$ cat src/hw/rtl/skf_pkg.sv
// Shared types and constants for the scalar Kalman filter.
package skf_pkg;

  // Field widths: Q16.16 data words and the Q0.16 gain with one extra bit for unity.
  localparam int unsigned DW    = 32;
  localparam int unsigned KW    = 17;
  localparam int unsigned AW    = 4;
  localparam int unsigned CNT_W = 5;

  // The gain value that stands for one.
  localparam logic [KW-1:0] Q_ONE = 17'h10000;

  // Configuration register indexes (word address).
  typedef enum logic [1:0] {
    REG_Q  = 2'd0,
    REG_R  = 2'd1,
    REG_X0 = 2'd2,
    REG_P0 = 2'd3
  } reg_idx_t;

  // Sequencer states.
  typedef enum logic [2:0] {
    ST_IDLE,
    ST_PRED,
    ST_DIV,
    ST_MUL,
    ST_HOLD
  } state_t;

  // Request and response of the serial gain divider.
  typedef struct packed {
    logic          start;
    logic [DW-1:0] p1;
    logic [DW:0]   s;
  } div_req_t;

  typedef struct packed {
    logic          done;
    logic [KW-1:0] k;
  } div_rsp_t;

  // Request and response of a serial multiplier.
  typedef struct packed {
    logic          start;
    logic [DW:0]   mcand;
    logic [KW-1:0] mplr;
  } mul_req_t;

  typedef struct packed {
    logic        done;
    logic [DW:0] prod;
  } mul_rsp_t;

endpackage

$ cat src/hw/rtl/skf_if.sv
// Valid/ready channel interfaces for measurements and filter results.
interface skf_in_if;
  logic              valid;
  logic              ready;
  logic signed [31:0] measurement;

  modport source (output valid, output measurement, input ready);
  modport sink   (input valid, input measurement, output ready);
endinterface

interface skf_out_if;
  logic               valid;
  logic               ready;
  logic signed [31:0] estimate;
  logic [16:0]        kalman_gain;
  logic [31:0]        covariance;

  modport source (output valid, output estimate, output kalman_gain, output covariance,
                  input ready);
  modport sink   (input valid, input estimate, input kalman_gain, input covariance,
                  output ready);
endinterface

$ cat src/hw/rtl/skf_div.sv
// Radix-2 restoring divider that forms the gain k = floor(p1 * 2^16 / s), one bit a cycle.
module skf_div (
  input  logic              clk,
  input  logic              rst_n,
  input  skf_pkg::div_req_t req_i,
  output skf_pkg::div_rsp_t rsp_o
);
  import skf_pkg::*;

  logic [DW+1:0]  rem_r, rem_nxt;
  logic [DW:0]    den_r, den_nxt;
  logic [KW-1:0]  quo_r, quo_nxt;
  logic [CNT_W-1:0] cnt_r, cnt_nxt;
  logic           busy_r, busy_nxt;
  logic           done_r, done_nxt;
  logic           zero_r, zero_nxt;
  logic [DW+2:0]  diff;
  logic           ge;
  logic [DW+1:0]  rem_keep;

  // One trial subtraction; the dividend's low bits are all zero, so a zero shifts in.
  always_comb begin
    diff     = {1'b0, rem_r} - {2'b00, den_r};
    ge       = ~diff[DW+2];
    rem_keep = ge ? diff[DW+1:0] : rem_r;
  end

  // Step control and the quotient shift register.
  always_comb begin
    rem_nxt  = rem_r;
    den_nxt  = den_r;
    quo_nxt  = quo_r;
    cnt_nxt  = cnt_r;
    busy_nxt = busy_r;
    done_nxt = 1'b0;
    zero_nxt = zero_r;
    if (req_i.start) begin
      rem_nxt  = {2'b00, req_i.p1};
      den_nxt  = req_i.s;
      quo_nxt  = '0;
      cnt_nxt  = CNT_W'(KW - 1);
      busy_nxt = 1'b1;
      zero_nxt = (req_i.s == '0);
    end else if (busy_r) begin
      rem_nxt = {rem_keep[DW:0], 1'b0};
      quo_nxt = {quo_r[KW-2:0], ge};
      cnt_nxt = cnt_r - 1'b1;
      if (cnt_r == '0) begin
        busy_nxt = 1'b0;
        done_nxt = 1'b1;
      end
    end
  end

  always_ff @(posedge clk) begin
    if (!rst_n) begin
      busy_r <= 1'b0;
      done_r <= 1'b0;
      cnt_r  <= '0;
    end else begin
      busy_r <= busy_nxt;
      done_r <= done_nxt;
      cnt_r  <= cnt_nxt;
    end
  end

  always_ff @(posedge clk) begin
    rem_r  <= rem_nxt;
    den_r  <= den_nxt;
    quo_r  <= quo_nxt;
    zero_r <= zero_nxt;
  end

  // A zero denominator gives a zero gain.
  assign rsp_o.done = done_r;
  assign rsp_o.k    = zero_r ? '0 : quo_r;

endmodule

$ cat src/hw/rtl/skf_mul.sv
// Shift-and-add multiplier: one multiplier bit a cycle, result is the product shifted right by 16.
module skf_mul (
  input  logic              clk,
  input  logic              rst_n,
  input  skf_pkg::mul_req_t req_i,
  output skf_pkg::mul_rsp_t rsp_o
);
  import skf_pkg::*;

  logic [DW:0]      acc_r, acc_nxt;
  logic [DW:0]      mcand_r, mcand_nxt;
  logic [KW-1:0]    mplr_r, mplr_nxt;
  logic             lsb_r, lsb_nxt;
  logic [CNT_W-1:0] cnt_r, cnt_nxt;
  logic             busy_r, busy_nxt;
  logic             done_r, done_nxt;
  logic [DW+1:0]    sum;

  // Add the multiplicand when the current multiplier bit is set.
  always_comb begin
    sum = {1'b0, acc_r} + (mplr_r[0] ? {1'b0, mcand_r} : '0);
  end

  // The accumulator shifts right each step; the last bit shifted out is product bit 16.
  always_comb begin
    acc_nxt   = acc_r;
    mcand_nxt = mcand_r;
    mplr_nxt  = mplr_r;
    lsb_nxt   = lsb_r;
    cnt_nxt   = cnt_r;
    busy_nxt  = busy_r;
    done_nxt  = 1'b0;
    if (req_i.start) begin
      acc_nxt   = '0;
      mcand_nxt = req_i.mcand;
      mplr_nxt  = req_i.mplr;
      lsb_nxt   = 1'b0;
      cnt_nxt   = CNT_W'(KW - 1);
      busy_nxt  = 1'b1;
    end else if (busy_r) begin
      acc_nxt  = sum[DW+1:1];
      lsb_nxt  = sum[0];
      mplr_nxt = {1'b0, mplr_r[KW-1:1]};
      cnt_nxt  = cnt_r - 1'b1;
      if (cnt_r == '0) begin
        busy_nxt = 1'b0;
        done_nxt = 1'b1;
      end
    end
  end

  always_ff @(posedge clk) begin
    if (!rst_n) begin
      busy_r <= 1'b0;
      done_r <= 1'b0;
      cnt_r  <= '0;
    end else begin
      busy_r <= busy_nxt;
      done_r <= done_nxt;
      cnt_r  <= cnt_nxt;
    end
  end

  always_ff @(posedge clk) begin
    acc_r   <= acc_nxt;
    mcand_r <= mcand_nxt;
    mplr_r  <= mplr_nxt;
    lsb_r   <= lsb_nxt;
  end

  // A 17-bit multiplier operand no larger than unity keeps the shifted product within 33 bits.
  assign rsp_o.done = done_r;
  assign rsp_o.prod = {acc_r[DW-1:0], lsb_r};

endmodule

$ cat src/hw/rtl/scalar_kalman_filter_top.sv
// Top level of the scalar Kalman filter: register port, sequencer and state update.
// Each accepted measurement runs one predict/update step and yields one result transaction.
// A step runs from acceptance to a valid result as follows. The prediction state starts the
// gain divider with p + q + r. The bit-serial divider then forms the gain, one quotient bit
// a cycle. The gain is then handed to the two bit-serial multipliers. They run side by
// side for the estimate and covariance updates, one gain bit a cycle. The result is
// stored once the output register is free. The input is ready again in the cycle after the
// result is stored, so a measurement is accepted only after the previous result is stored.
// The next measurement is taken once the result is in the output register, even if the
// sink has not yet taken it. Register writes reload the estimate and covariance from the
// initial-value registers and must be made while the filter is idle.
module scalar_kalman_filter_top (
  input  logic                   clk,
  input  logic                   rst_n,
  skf_in_if.sink                 in_ch,
  skf_out_if.source              out_ch,
  input  logic                   psel,
  input  logic                   penable,
  input  logic                   pwrite,
  input  logic [skf_pkg::AW-1:0] paddr,
  input  logic [31:0]            pwdata,
  output logic [31:0]            prdata,
  output logic                   pready
);
  import skf_pkg::*;

  state_t state_r, state_nxt;

  logic [DW-1:0] q_r, r_r, x0_r, p0_r;
  logic [DW-1:0] x_r, x_nxt, p_r, p_nxt;
  logic [DW-1:0] p1_r;
  logic [DW:0]   mag_r;
  logic          sign_r;
  logic          out_valid_r, out_valid_nxt;
  logic [DW-1:0] out_x_r, out_p_r;
  logic [KW-1:0] out_k_r;

  logic          cfg_wr;
  reg_idx_t      cfg_idx;
  logic          in_fire;
  logic          slot_free;
  logic          in_ready;
  logic          div_start, mul_start, load;

  logic [DW:0]   pq_sum;
  logic [DW-1:0] p1_now;
  logic [DW:0]   d_now;
  logic [DW:0]   mag_now;

  div_req_t div_req;
  div_rsp_t div_rsp;
  mul_req_t mulx_req, mulp_req;
  mul_rsp_t mulx_rsp, mulp_rsp;

  logic signed [DW+1:0] xsum;
  logic [DW-1:0]        x_new;

  // Register port decode and read-back.
  assign pready  = 1'b1;
  assign cfg_idx = reg_idx_t'(paddr[3:2]);
  assign cfg_wr  = psel && penable && pwrite;

  always_comb begin
    unique case (cfg_idx)
      REG_Q:   prdata = q_r;
      REG_R:   prdata = r_r;
      REG_X0:  prdata = x0_r;
      REG_P0:  prdata = p0_r;
      default: prdata = '0;
    endcase
  end

  always_ff @(posedge clk) begin
    if (!rst_n) begin
      q_r  <= 32'd65;
      r_r  <= 32'd6554;
      x0_r <= '0;
      p0_r <= 32'd65536;
    end else if (cfg_wr) begin
      unique case (cfg_idx)
        REG_Q:   q_r  <= pwdata;
        REG_R:   r_r  <= pwdata;
        REG_X0:  x0_r <= pwdata;
        REG_P0:  p0_r <= pwdata;
        default: ;
      endcase
    end
  end

  // Handshake status.
  assign in_fire   = in_ch.valid && in_ready;
  assign slot_free = !out_valid_r || out_ch.ready;

  // Sequencer next state.
  always_comb begin
    state_nxt = state_r;
    unique case (state_r)
      ST_IDLE: if (in_fire) state_nxt = ST_PRED;
      ST_PRED: state_nxt = ST_DIV;
      ST_DIV:  if (div_rsp.done) state_nxt = ST_MUL;
      ST_MUL:  if (mulx_rsp.done) state_nxt = slot_free ? ST_IDLE : ST_HOLD;
      ST_HOLD: if (slot_free) state_nxt = ST_IDLE;
      default: state_nxt = ST_IDLE;
    endcase
  end

  // Sequencer outputs.
  always_comb begin
    in_ready  = 1'b0;
    div_start = 1'b0;
    mul_start = 1'b0;
    load      = 1'b0;
    unique case (state_r)
      ST_IDLE: in_ready  = 1'b1;
      ST_PRED: div_start = 1'b1;
      ST_DIV:  mul_start = div_rsp.done;
      ST_MUL:  load      = mulx_rsp.done && slot_free;
      ST_HOLD: load      = slot_free;
      default: ;
    endcase
  end

  always_ff @(posedge clk) begin
    if (!rst_n) begin
      state_r <= ST_IDLE;
    end else begin
      state_r <= state_nxt;
    end
  end

  // Predicted covariance and innovation magnitude, captured with the measurement.
  always_comb begin
    pq_sum  = {1'b0, p_r} + {1'b0, q_r};
    p1_now  = pq_sum[DW] ? '1 : pq_sum[DW-1:0];
    d_now   = {in_ch.measurement[DW-1], in_ch.measurement} - {x_r[DW-1], x_r};
    mag_now = d_now[DW] ? (~d_now + 1'b1) : d_now;
  end

  always_ff @(posedge clk) begin
    if (in_fire) begin
      p1_r   <= p1_now;
      mag_r  <= mag_now;
      sign_r <= d_now[DW];
    end
  end

  // Gain divider.
  assign div_req.start = div_start;
  assign div_req.p1    = p1_r;
  assign div_req.s     = {1'b0, p1_r} + {1'b0, r_r};

  skf_div u_div (
    .clk   (clk),
    .rst_n (rst_n),
    .req_i (div_req),
    .rsp_o (div_rsp)
  );

  // Correction k * |d| and new covariance (1 - k) * p1, computed side by side.
  assign mulx_req.start = mul_start;
  assign mulx_req.mcand = mag_r;
  assign mulx_req.mplr  = div_rsp.k;
  assign mulp_req.start = mul_start;
  assign mulp_req.mcand = {1'b0, p1_r};
  assign mulp_req.mplr  = Q_ONE - div_rsp.k;

  skf_mul u_mul_x (
    .clk   (clk),
    .rst_n (rst_n),
    .req_i (mulx_req),
    .rsp_o (mulx_rsp)
  );

  skf_mul u_mul_p (
    .clk   (clk),
    .rst_n (rst_n),
    .req_i (mulp_req),
    .rsp_o (mulp_rsp)
  );

  // Apply the correction in the direction of the innovation and saturate.
  always_comb begin
    xsum = sign_r ? ($signed({{2{x_r[DW-1]}}, x_r}) - $signed({1'b0, mulx_rsp.prod}))
                  : ($signed({{2{x_r[DW-1]}}, x_r}) + $signed({1'b0, mulx_rsp.prod}));
    if (xsum[DW+1:DW-1] == 3'b000 || xsum[DW+1:DW-1] == 3'b111) begin
      x_new = xsum[DW-1:0];
    end else if (xsum[DW+1]) begin
      x_new = {1'b1, {(DW-1){1'b0}}};
    end else begin
      x_new = {1'b0, {(DW-1){1'b1}}};
    end
  end

  // Filter state: reloaded on any register write, updated when a result is stored.
  always_comb begin
    x_nxt = x_r;
    p_nxt = p_r;
    if (cfg_wr) begin
      x_nxt = (cfg_idx == REG_X0) ? pwdata : x0_r;
      p_nxt = (cfg_idx == REG_P0) ? pwdata : p0_r;
    end else if (load) begin
      x_nxt = x_new;
      p_nxt = mulp_rsp.prod[DW-1:0];
    end
  end

  always_ff @(posedge clk) begin
    if (!rst_n) begin
      x_r <= '0;
      p_r <= 32'd65536;
    end else begin
      x_r <= x_nxt;
      p_r <= p_nxt;
    end
  end

  // Output register.
  always_comb begin
    out_valid_nxt = out_valid_r;
    if (load) begin
      out_valid_nxt = 1'b1;
    end else if (out_ch.ready) begin
      out_valid_nxt = 1'b0;
    end
  end

  always_ff @(posedge clk) begin
    if (!rst_n) begin
      out_valid_r <= 1'b0;
    end else begin
      out_valid_r <= out_valid_nxt;
    end
  end

  always_ff @(posedge clk) begin
    if (load) begin
      out_x_r <= x_new;
      out_k_r <= div_rsp.k;
      out_p_r <= mulp_rsp.prod[DW-1:0];
    end
  end

  assign in_ch.ready        = in_ready;
  assign out_ch.valid       = out_valid_r;
  assign out_ch.estimate    = out_x_r;
  assign out_ch.kalman_gain = out_k_r;
  assign out_ch.covariance  = out_p_r;

  // An accepted measurement always moves the sequencer into the prediction cycle.
  a_accept_starts: assert property (@(posedge clk) disable iff (!rst_n)
    in_fire |=> state_r == ST_PRED)
    else $error("accepted measurement did not start a step");

  // The gain never exceeds one.
  a_gain_range: assert property (@(posedge clk) disable iff (!rst_n)
    out_valid_r |-> out_k_r <= Q_ONE)
    else $error("gain above one");

  // The updated covariance never exceeds the predicted covariance.
  a_cov_shrinks: assert property (@(posedge clk) disable iff (!rst_n)
    load |-> mulp_rsp.prod <= {1'b0, p1_r})
    else $error("covariance grew in the update");

  // The divider finishes only while the sequencer waits for it.
  a_div_done: assert property (@(posedge clk) disable iff (!rst_n)
    div_rsp.done |-> state_r == ST_DIV)
    else $error("divider finished outside its step");

  // A stored result is never overwritten before the sink takes it.
  a_no_overwrite: assert property (@(posedge clk) disable iff (!rst_n)
    load |-> (!out_valid_r || out_ch.ready))
    else $error("result register overwritten");

endmodule

$ cat src/flat_wrapper.sv
// flat-port wrapper written by rule: the top's interface ports become plain ports
module scalar_kalman_filter_top_flat import skf_pkg::*;
  (clk, rst_n, psel, penable, pwrite, paddr, pwdata, prdata, pready, in_ch_valid, in_ch_measurement, in_ch_ready, out_ch_valid, out_ch_estimate, out_ch_kalman_gain, out_ch_covariance, out_ch_ready);
  skf_in_if in_ch_i ();
  skf_out_if out_ch_i ();
  input  logic clk;
  input  logic rst_n;
  input  logic psel;
  input  logic penable;
  input  logic pwrite;
  input  logic [skf_pkg::AW-1:0] paddr;
  input  logic [31:0] pwdata;
  output logic [31:0] prdata;
  output logic pready;
  input wire logic [$bits(in_ch_i.valid)-1:0] in_ch_valid;
  input wire logic [$bits(in_ch_i.measurement)-1:0] in_ch_measurement;
  output wire logic [$bits(in_ch_i.ready)-1:0] in_ch_ready;
  output wire logic [$bits(out_ch_i.valid)-1:0] out_ch_valid;
  output wire logic [$bits(out_ch_i.estimate)-1:0] out_ch_estimate;
  output wire logic [$bits(out_ch_i.kalman_gain)-1:0] out_ch_kalman_gain;
  output wire logic [$bits(out_ch_i.covariance)-1:0] out_ch_covariance;
  input wire logic [$bits(out_ch_i.ready)-1:0] out_ch_ready;
  assign in_ch_i.valid = in_ch_valid;
  assign in_ch_i.measurement = in_ch_measurement;
  assign in_ch_ready = in_ch_i.ready;
  assign out_ch_valid = out_ch_i.valid;
  assign out_ch_estimate = out_ch_i.estimate;
  assign out_ch_kalman_gain = out_ch_i.kalman_gain;
  assign out_ch_covariance = out_ch_i.covariance;
  assign out_ch_i.ready = out_ch_ready;
  scalar_kalman_filter_top u_core (.clk(clk), .rst_n(rst_n), .in_ch(in_ch_i), .out_ch(out_ch_i), .psel(psel), .penable(penable), .pwrite(pwrite), .paddr(paddr), .pwdata(pwdata), .prdata(prdata), .pready(pready));
endmodule
$ cat config.mk
export PLATFORM = sky130hd
export DESIGN_NAME = scalar_kalman_filter_top_flat
export DESIGN_NICKNAME = d
export VERILOG_FILES = /design/src/hw/rtl/skf_pkg.sv /design/src/hw/rtl/skf_if.sv /design/src/hw/rtl/skf_div.sv /design/src/hw/rtl/skf_mul.sv /design/src/hw/rtl/scalar_kalman_filter_top.sv /design/src/flat_wrapper.sv
export SDC_FILE = /design/constraint.sdc
export NUM_CORES = 2
export LEC_CHECK = 0
export ABC_AREA = 1
export BUFFER_PORTS_ARGS = -buffer_cell sky130_fd_sc_hd__buf_2
export CAP_MARGIN = 20
export CORE_MARGIN = 3
export CORE_UTILIZATION = 63
export DETAILED_ROUTE_END_ITERATION = 10
export PLACE_DENSITY = 0.86
export SLEW_MARGIN = 5
export SYNTH_ARGS = -nofsm -noshare
export SYNTH_HDL_FRONTEND = slang
export SYNTH_SLANG_ARGS = --single-unit
$ cat constraint.sdc
create_clock -name clk -period 7.7 [get_ports clk]
set_clock_uncertainty 0.05 [all_clocks]
set_input_delay 0.77 -clock clk [delete_from_list [all_inputs] [get_ports clk]]
set_output_delay 0.77 -clock clk [all_outputs]
set_load 0.005 [all_outputs]
==> summary.md <==
| Metric | Value |
|---|---|
| CP Class | `reg -> reg` |
| Top-count cell post-synth | `nand2_1` |
| Critical path arrival | `roughly 5.4 ns` |
| Post-synth top cells | `nand2_1 (1435), inv_1 (740), nor2_1 (582)` |
| Post-synthesis async set-or-reset flop share | `0%` |
| PD cells | `313 nW/um^2` |
| Final wirelength | `roughly 130000 um` |
| Proportion of layout cells with a drive suffix above 1 | `around 7.6%` |
| Worst skew pair latency | `0.66 ns` |
| Clk sink count | `615` |
| Comb pwr share | `42.6%` |
| #FFs+latches synth | `about 620` |
| Top_reg_cell synth | `edfxtp_1` |
| Part of the power in registers | `roughly 33%` |
| Busiest layer in global routing | `met2` |
| Number of synthesized flops with an enable pin | `between 300 and 400` |
| Row cnt | `91` |
| Unique masters post-synth | `58` |
| Psw | `0.00587 W` |
| Peak supply drop | `237 uV` |
| Starting density of the core | `64.4%` |
| Hold path startpoint | `out_ch_ready` |
| Worst-path clk slew | `approximately 0.060 ns` |
| Core area | `62300 sq um` |
| Part of the Yosys area used for sequential elements | `38.5%` |
| TNS Setup | `0 ns` |
| H-tree depth | `3` |
| Met2 GRT Util | `57.5%` |
| Syn_nets | `5893` |
| Worst hold stages | `2` |
| Max cap viols | `0` |
| Routed vias | `39.0k` |
| Top cell type's share of synthesized area | `23.4%` |
| Critical path endpoint category | `flip-flop` |
| DR pass1 iterations | `8` |
| Hold_buf cts | `0` |
| Post-DR wirelength/cell | `20.0 um` |
| Switching share of power | `42.7%` |
| Die Y | `roughly 260 um` |
| Global route overflow | `0` |
| Cells after synthesis | `5575` |
| Mean Syn Cell Area | `7.19 sq um` |
| # setup viols final | `0` |
| Fin crit period | `roughly 5.0 ns` |
| Met1 usage | `54.9%` |
| Vias in the first global route | `35.7k` |
| Status | `complete, no violations` |
| Slew Viols, Final | `0` |
| Clock power frac | `between 20% and 30%` |
| Internal power | `a little under 0.008 W` |
| IO Count | `191` |
| LEAKAGE | `~21 nW` |
| Ys Warns | `0` |
| RSZ-0062 raised after global routing | `false` |
| Final GP Congestion | `1.01` |
| Fillers | `5265` |
| Post-DRT Antenna Nets | `0` |
| Hold Crit Class | `in -> reg` |
| Tot GR Track Use | `38.6%` |
| Worst-Margin Slew | `1.13 ns` |
| DRT iter0 DRCs | `4859` |
| Die Width | `~260 um` |
| Global-route wire length before repair | `roughly 200000 um` |
| Cells after DPL | `between 6k and 7k` |
| Final Net Count | `between 6k and 7k` |
| Root buf cell | `clkbuf_16` |
| CP startpoint kind | `flip-flop` |
| Top post-synthesis cells by area | `edfxtp_1 (23%), dfxtp_1 (15%), nand2_1 (13%)` |
| Detailed Place HPWL | `99100 um` |
| CTS Buf Count | `66` |
| CTS tree | `built` |
| Die area | `66700 sq um` |
| Finished Layout Cells | `6591` |
| Grt met3 use | `8.88%` |
| Initial antenna violation count | `10` |
| Resized cells post-CTS | `0` |
| Detailed-route DRC error count | `0` |
| Largest net degree at the start of global routing | `96` |
| Cell Area, Synth | `40100 sq um` |
| Reg2reg start | `u_core.u_mul_x.lsb_r` |
| F_max | `about 0.20 GHz` |
| Hold EP | `u_core.state_r[2]` |
| Final hold vios | `0` |
| Slew headroom | `24.5%` |
| Layout area overhead | `9.59%` |
| Reg2reg end | `u_core.x_r[27]` |
| Largest area contributor in the netlist | `edfxtp_1` |
| Vias/cell | `5.91` |
| Required @ worst endpoint | `between 8 and 9 ns` |
| Final period utilization | `between 60% and 70%` |
| Max clock buf depth | `3` |
| Worst-case reg-to-reg path depth | `27` |
| R2r setup slk | `2.71 ns` |
| Setup Fix Bufs, Post-CTS | `0` |
| Port bufs | `between 150 and 200` |
| Worst-path maximum fanout | `31` |
worst max path at each step:
stage	from	endpoint	slack, ns	cells past startpoint
4_1_cts	u_core.u_mul_x.lsb_r	u_core.out_ch.estimate[27]	2.81	25
3_5_place_dp	u_core.u_mul_x.lsb_r	u_core.out_ch.estimate[27]	2.87	25
6_report	u_core.u_mul_x.lsb_r	u_core.x_r[27]	2.71	27
3_3_place_gp	u_core.u_mul_x.lsb_r	u_core.out_ch.estimate[0]	2.96	25
2_1_floorplan	out_ch_ready	u_core.p_r[0]	1.58	7
5_1_grt	u_core.u_mul_x.lsb_r	u_core.x_r[22]	2.20	27
final cells by class:
class	instances	area, sq um	share of cell area [%]
inverter	762	2860	6.52
sequential	615	15400	35.1
timing repair buffer	215	1150	2.61
clock inverter	30	398	0.905
multi-input combinational	4036	21200	48.2
tap	837	1050	2.38
clock buffer	92	1860	4.23
antenna	4	10.0	0.0228
critical path, cell delays in order (launching register included):
cell and delay (ns):
dfxtp_1 0.39, inv_1 0.14, ha_1 0.19, nand2_1 0.06, nor2_1 0.12, nand3_1 0.10
nor3_1 0.20, nand2_1 0.13, o21ai_2 0.17, o21ai_1 0.15, nor2_1 0.23, o21ai_0 0.18
nor2_1 0.17, xor2_1 0.11, ha_1 0.37, nand2_1 0.11, nor3_1 0.27, nand2_1 0.12
nor3_1 0.16, nand2_1 0.12, nand2_1 0.08, nand2_1 0.07, nand2_2 0.12, inv_2 0.04
nand2_2 0.64, nand2_1 0.21, nand2_1 0.10, a21oi_1 0.08
sequential cells by signal, indices dropped and copies added, names as in the netlist, 33 cells and up:
register and cells:
u_core.mag_r 33, u_core.u_div.den_r 33, u_core.u_div.rem_r 34, u_core.u_mul_p.acc_r 33, u_core.u_mul_x.acc_r 33, u_core.u_mul_x.mcand_r 33
cells by family after synthesis:
| logic type | count (synthesis) | synth area share, % |
|---|---|---|
| xor+xnor | 173 | 3.78 |
| simple gates | 2502 | 25.8 |
| compound gates | 1117 | 15.3 |
| buf+inv | 924 | 8.85 |
| other cells | 1 | 0.00935 |
| fa+ha+maj | 243 | 7.71 |
| flops | 615 | 38.5 |
metal layers:
layer | up-vias | wire length [um]
li1 | 18500 | -
met1 | 18100 | 55000
met2 | 2109 | 55300
met3 | 265 | 16800
met4 | 8 | 4850
met5 | - | 60
layout by cell type, fill, tap and decap left out, types with 52 or more instances in the layout:
| cell type | count |
|---|---|
| a21oi_1 | 467 |
| buf_2 | 186 |
| clkbuf_16 | 67 |
| dfxtp_1 | 303 |
| edfxtp_1 | 312 |
| ha_1 | 236 |
| inv_1 | 739 |
| nand2_1 | 1435 |
| nand3_1 | 214 |
| nand4_1 | 79 |
| nor2_1 | 578 |
| nor3_1 | 52 |
| o21ai_0 | 422 |
| xor2_1 | 123 |
metrics by stage:
step / hold slack (ns) / setup WS (ns) / cell area (sq um) / util, % / total power [W]
after global placement: 0.350 / 2.96 / 41700 / 66.9 / 0.0101
after floorplan: 0.350 / 1.58 / 40100 / - / 0.00872
after global routing: 0.286 / 2.20 / 43900 / 70.5 / 0.0145
after CTS: 0.279 / 2.81 / 43900 / 70.5 / 0.0136
final: 0.296 / 2.71 / 43900 / 70.6 / 0.0137
after detailed placement: 0.355 / 2.87 / 41700 / 66.9 / 0.0102
power by group through the flow:
stage	Combinational (W)	Clock, W	Sequential [W]
3_3_place_gp	0.00549	0	0.00461
4_1_cts	0.00570	0.00331	0.00457
6_report	0.00585	0.00329	0.00459
5_1_grt	0.00648	0.00344	0.00462
3_5_place_dp	0.00562	0	0.00463
2_1_floorplan	0.00431	0	0.00440
No activity file was read; power rests on OpenSTA's default activity.
